[src/hw/rtl/assert_macros.svh]
// Assertion macros shared by the RTL; empty when synthesized.
`ifndef ASSERT_MACROS_SVH
`define ASSERT_MACROS_SVH

`ifndef SYNTHESIS
`define EDBD_ASSERT(lbl, clk, rst_n, prop) \
	lbl: assert property (@(posedge clk) disable iff (!rst_n) prop) \
		else $error("%m: assertion failed");
`define EDBD_ASSERT_NEVER(lbl, clk, rst_n, cond) \
	lbl: assert property (@(posedge clk) disable iff (!rst_n) !(cond)) \
		else $error("%m: forbidden condition seen");
`else
`define EDBD_ASSERT(lbl, clk, rst_n, prop)
`define EDBD_ASSERT_NEVER(lbl, clk, rst_n, cond)
`endif

`endif

[src/hw/rtl/edbd_pkg.sv]
// Constants and types shared by the effective bit depth detector.
package edbd_pkg;
	localparam logic [5:0] DEPTH_RESET = 6'd24;
	localparam logic [5:0] DEPTH_MIN   = 6'd1;
	localparam logic [5:0] DEPTH_MAX   = 6'd32;
	localparam int         CONF_BITS   = 17;
	localparam int         QUEUE_DEPTH = 2;

	typedef enum logic [4:0] {
		ST_IDLE  = 5'b00001,
		ST_PREP  = 5'b00010,
		ST_CHECK = 5'b00100,
		ST_DIV   = 5'b01000,
		ST_DONE  = 5'b10000
	} back_state_t;
endpackage

[src/hw/rtl/effective_bit_depth_detector_top.sv]
// Throughput: one sample per cycle while full is low; full rises only while two reports
// wait in the queue. A snapshot queued on its last sample passes the back-end states
// IDLE, PREP, CHECK, the 17-step restoring divider when a dither figure is due, and DONE.
// Reset: accumulators and counters cleared, container depth 24, no result pending.
// Top level of the effective bit depth detector: front, snapshot queue, back.
`include "assert_macros.svh"

module effective_bit_depth_detector_top #(
	parameter int COUNT_WIDTH  = 32,
	parameter int SAMPLE_WIDTH = 32
) (
	input  logic                          clk,
	input  logic                          arst_n,
	input  logic                          push,
	output logic                          full,
	input  logic [31:0]                   sample,
	input  logic                          start_req,
	input  logic                          last,
	input  logic                          cfg_wr_en,
	input  logic [5:0]                    cfg_wr_data,
	output logic                          empty,
	input  logic                          pop,
	output logic [5:0]                    effective_depth,
	output logic                          silent,
	output logic                          dither_likely,
	output logic [edbd_pkg::CONF_BITS-1:0] dither_confidence
);
	localparam int QW = SAMPLE_WIDTH + 1 + 2 * COUNT_WIDTH + 6;

	logic                    q_full, q_push, q_empty, q_pop;
	logic [QW-1:0]           q_wdata, q_rdata;
	logic [SAMPLE_WIDTH-1:0] f_comb, b_comb;
	logic                    f_any, b_any;
	logic [COUNT_WIDTH-1:0]  f_trans, f_tog, b_trans, b_tog;
	logic [5:0]              f_depth, b_depth;

	edbd_front #(
		.COUNT_WIDTH (COUNT_WIDTH),
		.SAMPLE_WIDTH(SAMPLE_WIDTH)
	) u_front (
		.clk        (clk),
		.arst_n     (arst_n),
		.push       (push),
		.full       (full),
		.sample     (sample),
		.start_req  (start_req),
		.last       (last),
		.cfg_wr_en  (cfg_wr_en),
		.cfg_wr_data(cfg_wr_data),
		.q_full     (q_full),
		.q_push     (q_push),
		.q_comb     (f_comb),
		.q_any      (f_any),
		.q_trans    (f_trans),
		.q_tog      (f_tog),
		.q_depth    (f_depth)
	);

	assign q_wdata = {f_comb, f_any, f_trans, f_tog, f_depth};
	assign {b_comb, b_any, b_trans, b_tog, b_depth} = q_rdata;

	edbd_fifo #(
		.WIDTH(QW),
		.DEPTH(edbd_pkg::QUEUE_DEPTH)
	) u_queue (
		.clk   (clk),
		.arst_n(arst_n),
		.push  (q_push),
		.wdata (q_wdata),
		.full  (q_full),
		.pop   (q_pop),
		.rdata (q_rdata),
		.empty (q_empty)
	);

	edbd_back #(
		.COUNT_WIDTH (COUNT_WIDTH),
		.SAMPLE_WIDTH(SAMPLE_WIDTH)
	) u_back (
		.clk              (clk),
		.arst_n           (arst_n),
		.q_empty          (q_empty),
		.q_pop            (q_pop),
		.q_comb           (b_comb),
		.q_any            (b_any),
		.q_trans          (b_trans),
		.q_tog            (b_tog),
		.q_depth          (b_depth),
		.pop              (pop),
		.empty            (empty),
		.effective_depth  (effective_depth),
		.silent           (silent),
		.dither_likely    (dither_likely),
		.dither_confidence(dither_confidence)
	);

	`EDBD_ASSERT(a_queue_no_overflow, clk, arst_n, q_push |-> !q_full)
	`EDBD_ASSERT(a_pop_needs_entry, clk, arst_n, q_pop |-> !q_empty)
	`EDBD_ASSERT(a_conf_needs_dither, clk, arst_n, (!empty && !dither_likely) |-> (dither_confidence == '0))
	`EDBD_ASSERT_NEVER(a_silent_no_dither, clk, arst_n, !empty && silent && dither_likely)
	`EDBD_ASSERT(a_depth_in_range, clk, arst_n, !empty |-> (effective_depth != 6'd0 && effective_depth <= edbd_pkg::DEPTH_MAX))
endmodule

[src/hw/rtl/edbd_front.sv]
// Front end: accepts samples, updates the accumulators, emits a report snapshot on last.
module edbd_front #(
	parameter int COUNT_WIDTH  = 32,
	parameter int SAMPLE_WIDTH = 32
) (
	input  logic                    clk,
	input  logic                    arst_n,
	input  logic                    push,
	output logic                    full,
	input  logic [31:0]             sample,
	input  logic                    start_req,
	input  logic                    last,
	input  logic                    cfg_wr_en,
	input  logic [5:0]              cfg_wr_data,
	input  logic                    q_full,
	output logic                    q_push,
	output logic [SAMPLE_WIDTH-1:0] q_comb,
	output logic                    q_any,
	output logic [COUNT_WIDTH-1:0]  q_trans,
	output logic [COUNT_WIDTH-1:0]  q_tog,
	output logic [5:0]              q_depth
);
	logic [5:0]              depth_q;
	logic [SAMPLE_WIDTH-1:0] comb_q, comb_b, comb_n, s;
	logic                    any_q, any_b, any_n;
	logic                    hp_q, hp_b;
	logic                    prev_q, prev_b;
	logic [COUNT_WIDTH-1:0]  tr_q, tr_b, tr_n, tg_q, tg_b, tg_n;
	logic                    accept, bump;

	assign accept = push & ~q_full;
	assign full   = q_full;
	assign s      = sample[SAMPLE_WIDTH-1:0];

	always_comb begin
		comb_b = start_req ? '0 : comb_q;
		any_b  = start_req ? 1'b0 : any_q;
		hp_b   = start_req ? 1'b0 : hp_q;
		prev_b = start_req ? 1'b0 : prev_q;
		tr_b   = start_req ? '0 : tr_q;
		tg_b   = start_req ? '0 : tg_q;
		comb_n = comb_b | s;
		any_n  = any_b | (|s);
		bump   = hp_b & ~(&tr_b);
		tr_n   = bump ? tr_b + COUNT_WIDTH'(1) : tr_b;
		tg_n   = (bump && (prev_b != s[0])) ? tg_b + COUNT_WIDTH'(1) : tg_b;
	end

	always_ff @(posedge clk or negedge arst_n) begin
		if (!arst_n) begin
			depth_q <= edbd_pkg::DEPTH_RESET;
			comb_q  <= '0;
			any_q   <= 1'b0;
			hp_q    <= 1'b0;
			prev_q  <= 1'b0;
			tr_q    <= '0;
			tg_q    <= '0;
		end else begin
			if (cfg_wr_en) begin
				depth_q <= cfg_wr_data;
			end
			if (accept) begin
				comb_q <= comb_n;
				any_q  <= any_n;
				hp_q   <= 1'b1;
				prev_q <= s[0];
				tr_q   <= tr_n;
				tg_q   <= tg_n;
			end
		end
	end

	always_comb begin
		if (depth_q == 6'd0) begin
			q_depth = edbd_pkg::DEPTH_MIN;
		end else if (depth_q > edbd_pkg::DEPTH_MAX) begin
			q_depth = edbd_pkg::DEPTH_MAX;
		end else begin
			q_depth = depth_q;
		end
	end

	assign q_push  = accept & last;
	assign q_comb  = comb_n;
	assign q_any   = any_n;
	assign q_trans = tr_n;
	assign q_tog   = tg_n;
endmodule

[src/hw/rtl/edbd_fifo.sv]
// Short register queue carrying report snapshots from front to back.
module edbd_fifo #(
	parameter int WIDTH = 8,
	parameter int DEPTH = 2
) (
	input  logic             clk,
	input  logic             arst_n,
	input  logic             push,
	input  logic [WIDTH-1:0] wdata,
	output logic             full,
	input  logic             pop,
	output logic [WIDTH-1:0] rdata,
	output logic             empty
);
	localparam int PTR_W = (DEPTH > 1) ? $clog2(DEPTH) : 1;
	localparam int CNT_W = $clog2(DEPTH + 1);

	logic [WIDTH-1:0] mem_q [DEPTH];
	logic [PTR_W-1:0] wr_ptr_q, rd_ptr_q;
	logic [CNT_W-1:0] count_q;
	logic             do_push, do_pop;

	assign full    = (count_q == CNT_W'(DEPTH));
	assign empty   = (count_q == '0);
	assign do_push = push & ~full;
	assign do_pop  = pop & ~empty;
	assign rdata   = mem_q[rd_ptr_q];

	always_ff @(posedge clk) begin
		if (do_push) begin
			mem_q[wr_ptr_q] <= wdata;
		end
	end

	always_ff @(posedge clk or negedge arst_n) begin
		if (!arst_n) begin
			wr_ptr_q <= '0;
			rd_ptr_q <= '0;
			count_q  <= '0;
		end else begin
			if (do_push) begin
				wr_ptr_q <= (wr_ptr_q == PTR_W'(DEPTH - 1)) ? '0 : wr_ptr_q + PTR_W'(1);
			end
			if (do_pop) begin
				rd_ptr_q <= (rd_ptr_q == PTR_W'(DEPTH - 1)) ? '0 : rd_ptr_q + PTR_W'(1);
			end
			if (do_push && !do_pop) begin
				count_q <= count_q + CNT_W'(1);
			end else if (do_pop && !do_push) begin
				count_q <= count_q - CNT_W'(1);
			end
		end
	end
endmodule

[src/hw/rtl/edbd_back.sv]
// Back end: depth evaluation, dither confidence division and the result register.
module edbd_back #(
	parameter int COUNT_WIDTH  = 32,
	parameter int SAMPLE_WIDTH = 32
) (
	input  logic                          clk,
	input  logic                          arst_n,
	input  logic                          q_empty,
	output logic                          q_pop,
	input  logic [SAMPLE_WIDTH-1:0]       q_comb,
	input  logic                          q_any,
	input  logic [COUNT_WIDTH-1:0]        q_trans,
	input  logic [COUNT_WIDTH-1:0]        q_tog,
	input  logic [5:0]                    q_depth,
	input  logic                          pop,
	output logic                          empty,
	output logic [5:0]                    effective_depth,
	output logic                          silent,
	output logic                          dither_likely,
	output logic [edbd_pkg::CONF_BITS-1:0] dither_confidence
);
	localparam int KW   = $clog2(SAMPLE_WIDTH);
	localparam int DW   = COUNT_WIDTH + 2;
	localparam int RW   = COUNT_WIDTH + 3;
	localparam int TW   = COUNT_WIDTH + 4;
	localparam int CNTW = $clog2(edbd_pkg::CONF_BITS);

	edbd_pkg::back_state_t state_q;

	logic [SAMPLE_WIDTH-1:0]        lowest;
	logic [KW-1:0]                  k;
	logic [5:0]                     k6, eff;
	logic [COUNT_WIDTH:0]           t2, n1, diff;
	logic [DW-1:0]                  den;
	logic [TW-1:0]                  ten_a, den_t, num;
	logic                           lt;
	logic                           ge;
	logic [RW-1:0]                  rem_sub;

	logic [COUNT_WIDTH-1:0]         a_q;
	logic [DW-1:0]                  den_q;
	logic [5:0]                     eff_q;
	logic                           silent_q, chk_q, likely_q;
	logic [RW-1:0]                  rem_q;
	logic [edbd_pkg::CONF_BITS-1:0] quo_q;
	logic [CNTW-1:0]                cnt_q;
	logic                           res_valid_q, load;

	logic [5:0]                     res_eff_q;
	logic                           res_silent_q, res_likely_q;
	logic [edbd_pkg::CONF_BITS-1:0] res_conf_q;

	always_comb begin
		lowest = q_comb & (~q_comb + SAMPLE_WIDTH'(1));
		k = '0;
		for (int b = 0; b < KW; b++) begin
			for (int i = 0; i < SAMPLE_WIDTH; i++) begin
				if (((i >> b) & 1) == 1) begin
					k[b] = k[b] | lowest[i];
				end
			end
		end
		k6  = 6'(k);
		eff = (!q_any || k6 >= q_depth) ? q_depth : q_depth - k6;
		t2   = {q_tog, 1'b0};
		n1   = {1'b0, q_trans};
		diff = (t2 >= n1) ? t2 - n1 : n1 - t2;
		den  = DW'({q_trans, 1'b0}) + DW'(q_trans);
	end

	always_comb begin
		ten_a   = TW'({a_q, 3'b000}) + TW'({a_q, 1'b0});
		den_t   = TW'(den_q);
		lt      = ten_a < den_t;
		num     = den_t - ten_a;
		ge      = rem_q >= RW'(den_q);
		rem_sub = ge ? rem_q - RW'(den_q) : rem_q;
	end

	assign q_pop = (state_q == edbd_pkg::ST_PREP);
	assign load  = (state_q == edbd_pkg::ST_DONE) && (!res_valid_q || pop);

	always_ff @(posedge clk or negedge arst_n) begin
		if (!arst_n) begin
			state_q     <= edbd_pkg::ST_IDLE;
			res_valid_q <= 1'b0;
		end else begin
			if (load) begin
				res_valid_q <= 1'b1;
			end else if (pop) begin
				res_valid_q <= 1'b0;
			end
			case (state_q)
				edbd_pkg::ST_IDLE: begin
					if (!q_empty) begin
						state_q <= edbd_pkg::ST_PREP;
					end
				end
				edbd_pkg::ST_PREP: begin
					state_q <= edbd_pkg::ST_CHECK;
				end
				edbd_pkg::ST_CHECK: begin
					state_q <= (chk_q && lt) ? edbd_pkg::ST_DIV : edbd_pkg::ST_DONE;
				end
				edbd_pkg::ST_DIV: begin
					if (cnt_q == CNTW'(edbd_pkg::CONF_BITS - 1)) begin
						state_q <= edbd_pkg::ST_DONE;
					end
				end
				edbd_pkg::ST_DONE: begin
					if (load) begin
						state_q <= edbd_pkg::ST_IDLE;
					end
				end
				default: begin
					state_q <= edbd_pkg::ST_IDLE;
				end
			endcase
		end
	end

	always_ff @(posedge clk) begin
		if (state_q == edbd_pkg::ST_PREP) begin
			a_q      <= diff[COUNT_WIDTH-1:0];
			den_q    <= den;
			eff_q    <= eff;
			silent_q <= ~q_any;
			chk_q    <= q_comb[0] && (q_trans != '0);
		end
		if (state_q == edbd_pkg::ST_CHECK) begin
			likely_q <= chk_q && lt;
			rem_q    <= RW'(num);
			quo_q    <= '0;
			cnt_q    <= '0;
		end
		if (state_q == edbd_pkg::ST_DIV) begin
			rem_q <= {rem_sub[RW-2:0], 1'b0};
			quo_q <= {quo_q[edbd_pkg::CONF_BITS-2:0], ge};
			cnt_q <= cnt_q + CNTW'(1);
		end
		if (load) begin
			res_eff_q    <= eff_q;
			res_silent_q <= silent_q;
			res_likely_q <= likely_q;
			res_conf_q   <= likely_q ? quo_q : '0;
		end
	end

	assign empty             = ~res_valid_q;
	assign effective_depth   = res_eff_q;
	assign silent            = res_silent_q;
	assign dither_likely     = res_likely_q;
	assign dither_confidence = res_conf_q;
endmodule

[config.mk]
export PLATFORM = sky130hd
export DESIGN_NAME = effective_bit_depth_detector_top
export DESIGN_NICKNAME = d
export VERILOG_FILES = /design/src/hw/rtl/edbd_pkg.sv /design/src/hw/rtl/effective_bit_depth_detector_top.sv /design/src/hw/rtl/edbd_front.sv /design/src/hw/rtl/edbd_fifo.sv /design/src/hw/rtl/edbd_back.sv
export VERILOG_INCLUDE_DIRS = /design/src /design/src/hw/rtl
export SDC_FILE = /design/constraint.sdc
export NUM_CORES = 1
export LEC_CHECK = 0
export BUFFER_PORTS_ARGS = -buffer_cell sky130_fd_sc_hd__buf_2
export CAP_MARGIN = 10
export CORE_MARGIN = 2
export CORE_UTILIZATION = 49
export CTS_CLUSTER_DIAMETER = 200
export DETAILED_ROUTE_END_ITERATION = 10
export HOLD_SLACK_MARGIN = 0.05
export PLACE_DENSITY = 0.67
export SLEW_MARGIN = 20
export SYNTH_ARGS = -nofsm -noshare
export SYNTH_HDL_FRONTEND = slang
export SYNTH_SLANG_ARGS = --single-unit
[constraint.sdc]
create_clock -name clk -period 8.7 [get_ports clk]
set_input_delay 0.435 -clock clk [delete_from_list [all_inputs] [get_ports clk]]
set_output_delay 0.435 -clock clk [all_outputs]
set_load 0.1 [all_outputs]
==> run summary <==
RUN STATUS
----------------------------------------------------------------------------------------
Status .................................................................... finished, final reports clean

STA
----------------------------------------------------------------------------------------
Clock period minus worst slack ............................................      6.10 ns
Clock Skew ................................................................    0.0614 ns
Final slew viol count .....................................................            0
Number of failing setup endpoints in the final timing report ..............            0
Unrepaired setup endpoints after global routing ...........................           no
Relative slew slack .......................................................        0.317
Number of hold violations in the final report .............................            0
Portion of the clock cycle consumed by the worst path in the final layout .        0.701
Actual slew at the worst max-slew pin .....................................      1.02 ns
Post-Route Setup TNS ......................................................         0 ns
Maximum clock frequency ...................................................    0.164 GHz

GLOBAL ROUTE
----------------------------------------------------------------------------------------
Wire length of the first global-routing pass ..............................       117 mm
Total gr overflow .........................................................            0
Via count of the first global-routing pass ................................        22036
Tot GR Track Use ..........................................................        0.221
Maximum number of pins on one net before global-route repair ..............           82
Antenna violations before repair ..........................................            0

PWR
----------------------------------------------------------------------------------------
Power density over the cells ..............................................  429 nW/um^2
Maximum resistive drop on vdd .............................................     0.187 mV
Leakage ...................................................................      14.3 nW
Total power consumption of the routed design ..............................      14.5 mW

CLOCK TREE
----------------------------------------------------------------------------------------
Clock transition at the registers of the reported paths ...................      0.06 ns
Buffer depth of the longest clock path ....................................            3
Number of levels in the clock H-tree ......................................            2
Clock Tree Root ........................................................... sky130_fd_sc_hd__clkbuf_16
Clock net sink count ......................................................          477
Number of CTS-inserted buffers ............................................           52
Insertion delay to the later sink of the worst-skew pair ..................      0.61 ns
Post-CTS Setup Repair Bufs ................................................            0
CTS tree ..................................................................         done

FINAL LAYOUT
----------------------------------------------------------------------------------------
Top library cells by usage in the layout, fill and taps aside ............. sky130_fd_sc_hd__edfxtp_1, sky130_fd_sc_hd__ha_1, sky130_fd_sc_hd__nand2_1
Fraction of final layout cells sized beyond drive strength 1 ..............       0.0851
Leading cell type in the layout, fill and taps excluded ................... sky130_fd_sc_hd__edfxtp_1
Final-stage net count .....................................................         3376
Area delta synth->final ...................................................        9.50%

DRT
----------------------------------------------------------------------------------------
First-pass iteration count of the detailed router .........................            5
Initial DRC count .........................................................         1678
DRT antenna net count .....................................................            0
Remaining DRCs ............................................................            0
Number of vias in the routed layout .......................................        22444
Routed wirelength normalized by instance count ............................      18.6 um
Vias per inst .............................................................         5.66
Overall routed net length .................................................      73.9 mm

SETUP PATH
----------------------------------------------------------------------------------------
Cell with the largest stage delay on the worst path ....................... sky130_fd_sc_hd__buf_4
Cell breakdown of the critical path ....................................... buf_4, mux2i_1, inv_1, ha_1, a21oi_1, o21ai_0, a21oi_1, nor2_1, o31a_1, o31ai_1, and2_1, buf_4, mux2i_1, nor4_1, or4b_1, o211ai_1
Highest net fanout along the worst path ...................................           54
Crit path required time ...................................................      9.10 ns
WP data arrival ...........................................................      6.50 ns
Worst Path Class, Setup ...................................................   reg -> reg
Slowest cell delay on critical path .......................................      0.75 ns
CP startpoint kind ........................................................     register
Crit end category .........................................................     register

YOSYS
----------------------------------------------------------------------------------------
Mapped cell area ..........................................................   31000 um^2
Most used DFF post-synth .................................................. sky130_fd_sc_hd__edfxtp_1
Register bit total from synthesis .........................................          477
Synth warn ................................................................            0
Synthesized-area fraction occupied by ao, oa, aoi and oai cells ...........        0.148
Sequential area share after synthesis .....................................        0.444
Number of cells produced by synthesis .....................................         3033
Main combinational cell family by area after synthesis .................... compound AO/OA/AOI/OAI gates
Cell variety after synth ..................................................           93
Adder and majority cell fraction of the synthesized area ..................        0.106
Mux cell area share after synthesis .......................................       0.0643
Share of synthesized flip-flops with an asynchronous set or reset .........        0.241
Post-Syn Area per Cell ....................................................    10.2 um^2
Xor-xnor portion of the synthesized cell area .............................       0.0602
Net count of the mapped netlist ...........................................         3336
Synth Area in Simple Gates ................................................        0.138
Number of flops mapped to enable cells by yosys ...........................          361

DIE
----------------------------------------------------------------------------------------
Height of the die .........................................................       255 um
Total core area ...........................................................   62700 um^2
Number of top-level design ports ..........................................           72
Total Die Area ............................................................   65300 um^2
Starting density of the core ..............................................        0.494
Die X .....................................................................       255 um
Std-Cell Rows .............................................................           92

PLACE
----------------------------------------------------------------------------------------
IO buf count ..............................................................           71
Routability congestion estimate from global placement .....................        0.878
Detail Placement HPWL .....................................................      56.4 mm

WORST HOLD PATH
----------------------------------------------------------------------------------------
Type of the most critical hold path .......................................    in -> reg

RUN
----------------------------------------------------------------------------------------
Reported max-cap violation count ..........................................            0

-- cells in the mapped netlist, types with 7 or more instances --
cell / n / area (um^2)
sky130_fd_sc_hd__a211oi_1: 14 / 105
sky130_fd_sc_hd__a21o_1: 148 / 1110
sky130_fd_sc_hd__a21oi_1: 205 / 1030
sky130_fd_sc_hd__a221o_1: 11 / 110
sky130_fd_sc_hd__a31oi_1: 21 / 131
sky130_fd_sc_hd__and2_1: 50 / 313
sky130_fd_sc_hd__and3_1: 28 / 175
sky130_fd_sc_hd__and4_1: 7 / 61.3
sky130_fd_sc_hd__buf_1: 9 / 33.8
sky130_fd_sc_hd__buf_2: 14 / 70.1
sky130_fd_sc_hd__clkbuf_1: 79 / 297
sky130_fd_sc_hd__dfrtp_1: 112 / 2800
sky130_fd_sc_hd__edfxtp_1: 361 / 10800
sky130_fd_sc_hd__fa_1: 7 / 140
sky130_fd_sc_hd__ha_1: 251 / 3140
sky130_fd_sc_hd__inv_1: 204 / 766
sky130_fd_sc_hd__mux2_2: 55 / 619
sky130_fd_sc_hd__mux2i_1: 137 / 1370
sky130_fd_sc_hd__nand2_1: 249 / 935
sky130_fd_sc_hd__nand2b_1: 38 / 238
sky130_fd_sc_hd__nand3_1: 61 / 305
sky130_fd_sc_hd__nand4_1: 38 / 238
sky130_fd_sc_hd__nor2_1: 218 / 818
sky130_fd_sc_hd__nor2b_1: 42 / 263
sky130_fd_sc_hd__nor3_1: 45 / 225
sky130_fd_sc_hd__nor3b_1: 16 / 120
sky130_fd_sc_hd__nor4_1: 19 / 119
sky130_fd_sc_hd__o211ai_1: 11 / 82.6
sky130_fd_sc_hd__o21a_1: 22 / 165
sky130_fd_sc_hd__o21ai_0: 119 / 596
sky130_fd_sc_hd__o21ai_1: 7 / 35.0
sky130_fd_sc_hd__o21bai_1: 22 / 165
sky130_fd_sc_hd__o22ai_1: 41 / 257
sky130_fd_sc_hd__o31ai_1: 7 / 52.6
sky130_fd_sc_hd__or2_2: 9 / 56.3
sky130_fd_sc_hd__or3_1: 9 / 56.3
sky130_fd_sc_hd__xnor2_1: 127 / 1110
sky130_fd_sc_hd__xor2_1: 86 / 753
-- metrics by stage --
stage                     setup slack, ns  hold slack, ns  utilization  instances  instance area, um^2
after floorplan                     0.360           0.139            -       3033                31000
after global placement               2.78           0.407        0.512       3858                32100
after global routing                 2.11           0.122        0.541       3961                33900
after detailed placement             2.67           0.406        0.512       3858                32100
after CTS                            2.61           0.103        0.541       3961                33900
final                                2.60           0.130        0.541       3962                33900
-- routing by layer --
layer / track usage / part of all wire / vias to the layer above
li1: - / - / 11038
met1: 0.309 / 0.47 / 10753
met2: 0.355 / 0.46 / 516
met3: 0.0287 / 0.044 / 137
met4: 0.0773 / 0.034 / 0
met5: 0 / 0 / -
-- critical path, delay by kind of cell (launching register included) --
family	cells	cell delay, ns
muxes	2	0.81
buffers and inverters	3	1.19
adders and majority gates	1	0.41
and+or+nand+nor	4	1.23
DFF	1	0.74
AOI/OAI and AO/OA	6	1.46
-- sequential cells by signal (all words and copies together), names as in the netlist, 17 cells and up --
register,flops
u_queue.mem_q,206
u_front.tr_q,32
u_front.comb_q,32
u_back.rem_q,35
u_back.den_q,34
u_back.a_q,31
u_front.tg_q,32
u_back.dither_confidence,17
u_back.quo_q,17
-- what timing repair did --
| item | in CTS | in global routing |
|---|---|---|
| resized for setup | 0 | 0 |
| hold buffers | 7 | 0 |
| endpoints found under the hold margin | 52 | 0 |
-- layout make-up --
class | count | area [um^2]
timing repair buffer | 97 | 571
clock buffer | 69 | 1420
multi-input combinational | 2240 | 16000
fill | 5358 | 28800
inverter | 205 | 769
tap | 846 | 1060
clock inverter | 27 | 335
sequential | 477 | 13700
antenna | 1 | 2.50
-- worst paths after layout --
kind,from,end,slack (ns),depth (start not counted)
worst max-delay path,u_queue.rd_ptr_q,u_back.a_q[25],2.60,16
worst min-delay path,sample[0],u_front.prev_q,0.13,3
worst max register to register,u_queue.rd_ptr_q,u_back.a_q[25],2.60,16
worst min register to register,u_back.eff_q[3],u_back.effective_depth[3],0.42,0
max in group asynchronous,arst_n,u_front.tr_q[31],6.87,3
min in group asynchronous,arst_n,u_back.res_valid_q,0.41,2
-- cell families after synthesis --
family	Yosys count
AOI/OAI and AO/OA	711
xor gates and xnor gates	213
adders and majority gates	258
buffers and inverters	316
DFF	477
muxes	192
and+or+nand+nor	866
-- power by group --
group | internal (mW) | total (mW) | leakage (nW) | switching (mW)
combinational | 3.57 | 8.89 | 8.71 | 5.32
clock | 1.33 | 2.23 | 0.851 | 0.906
sequential | 3.15 | 3.42 | 4.75 | 0.271
Note: power is estimated with default switching activity, not from simulation.
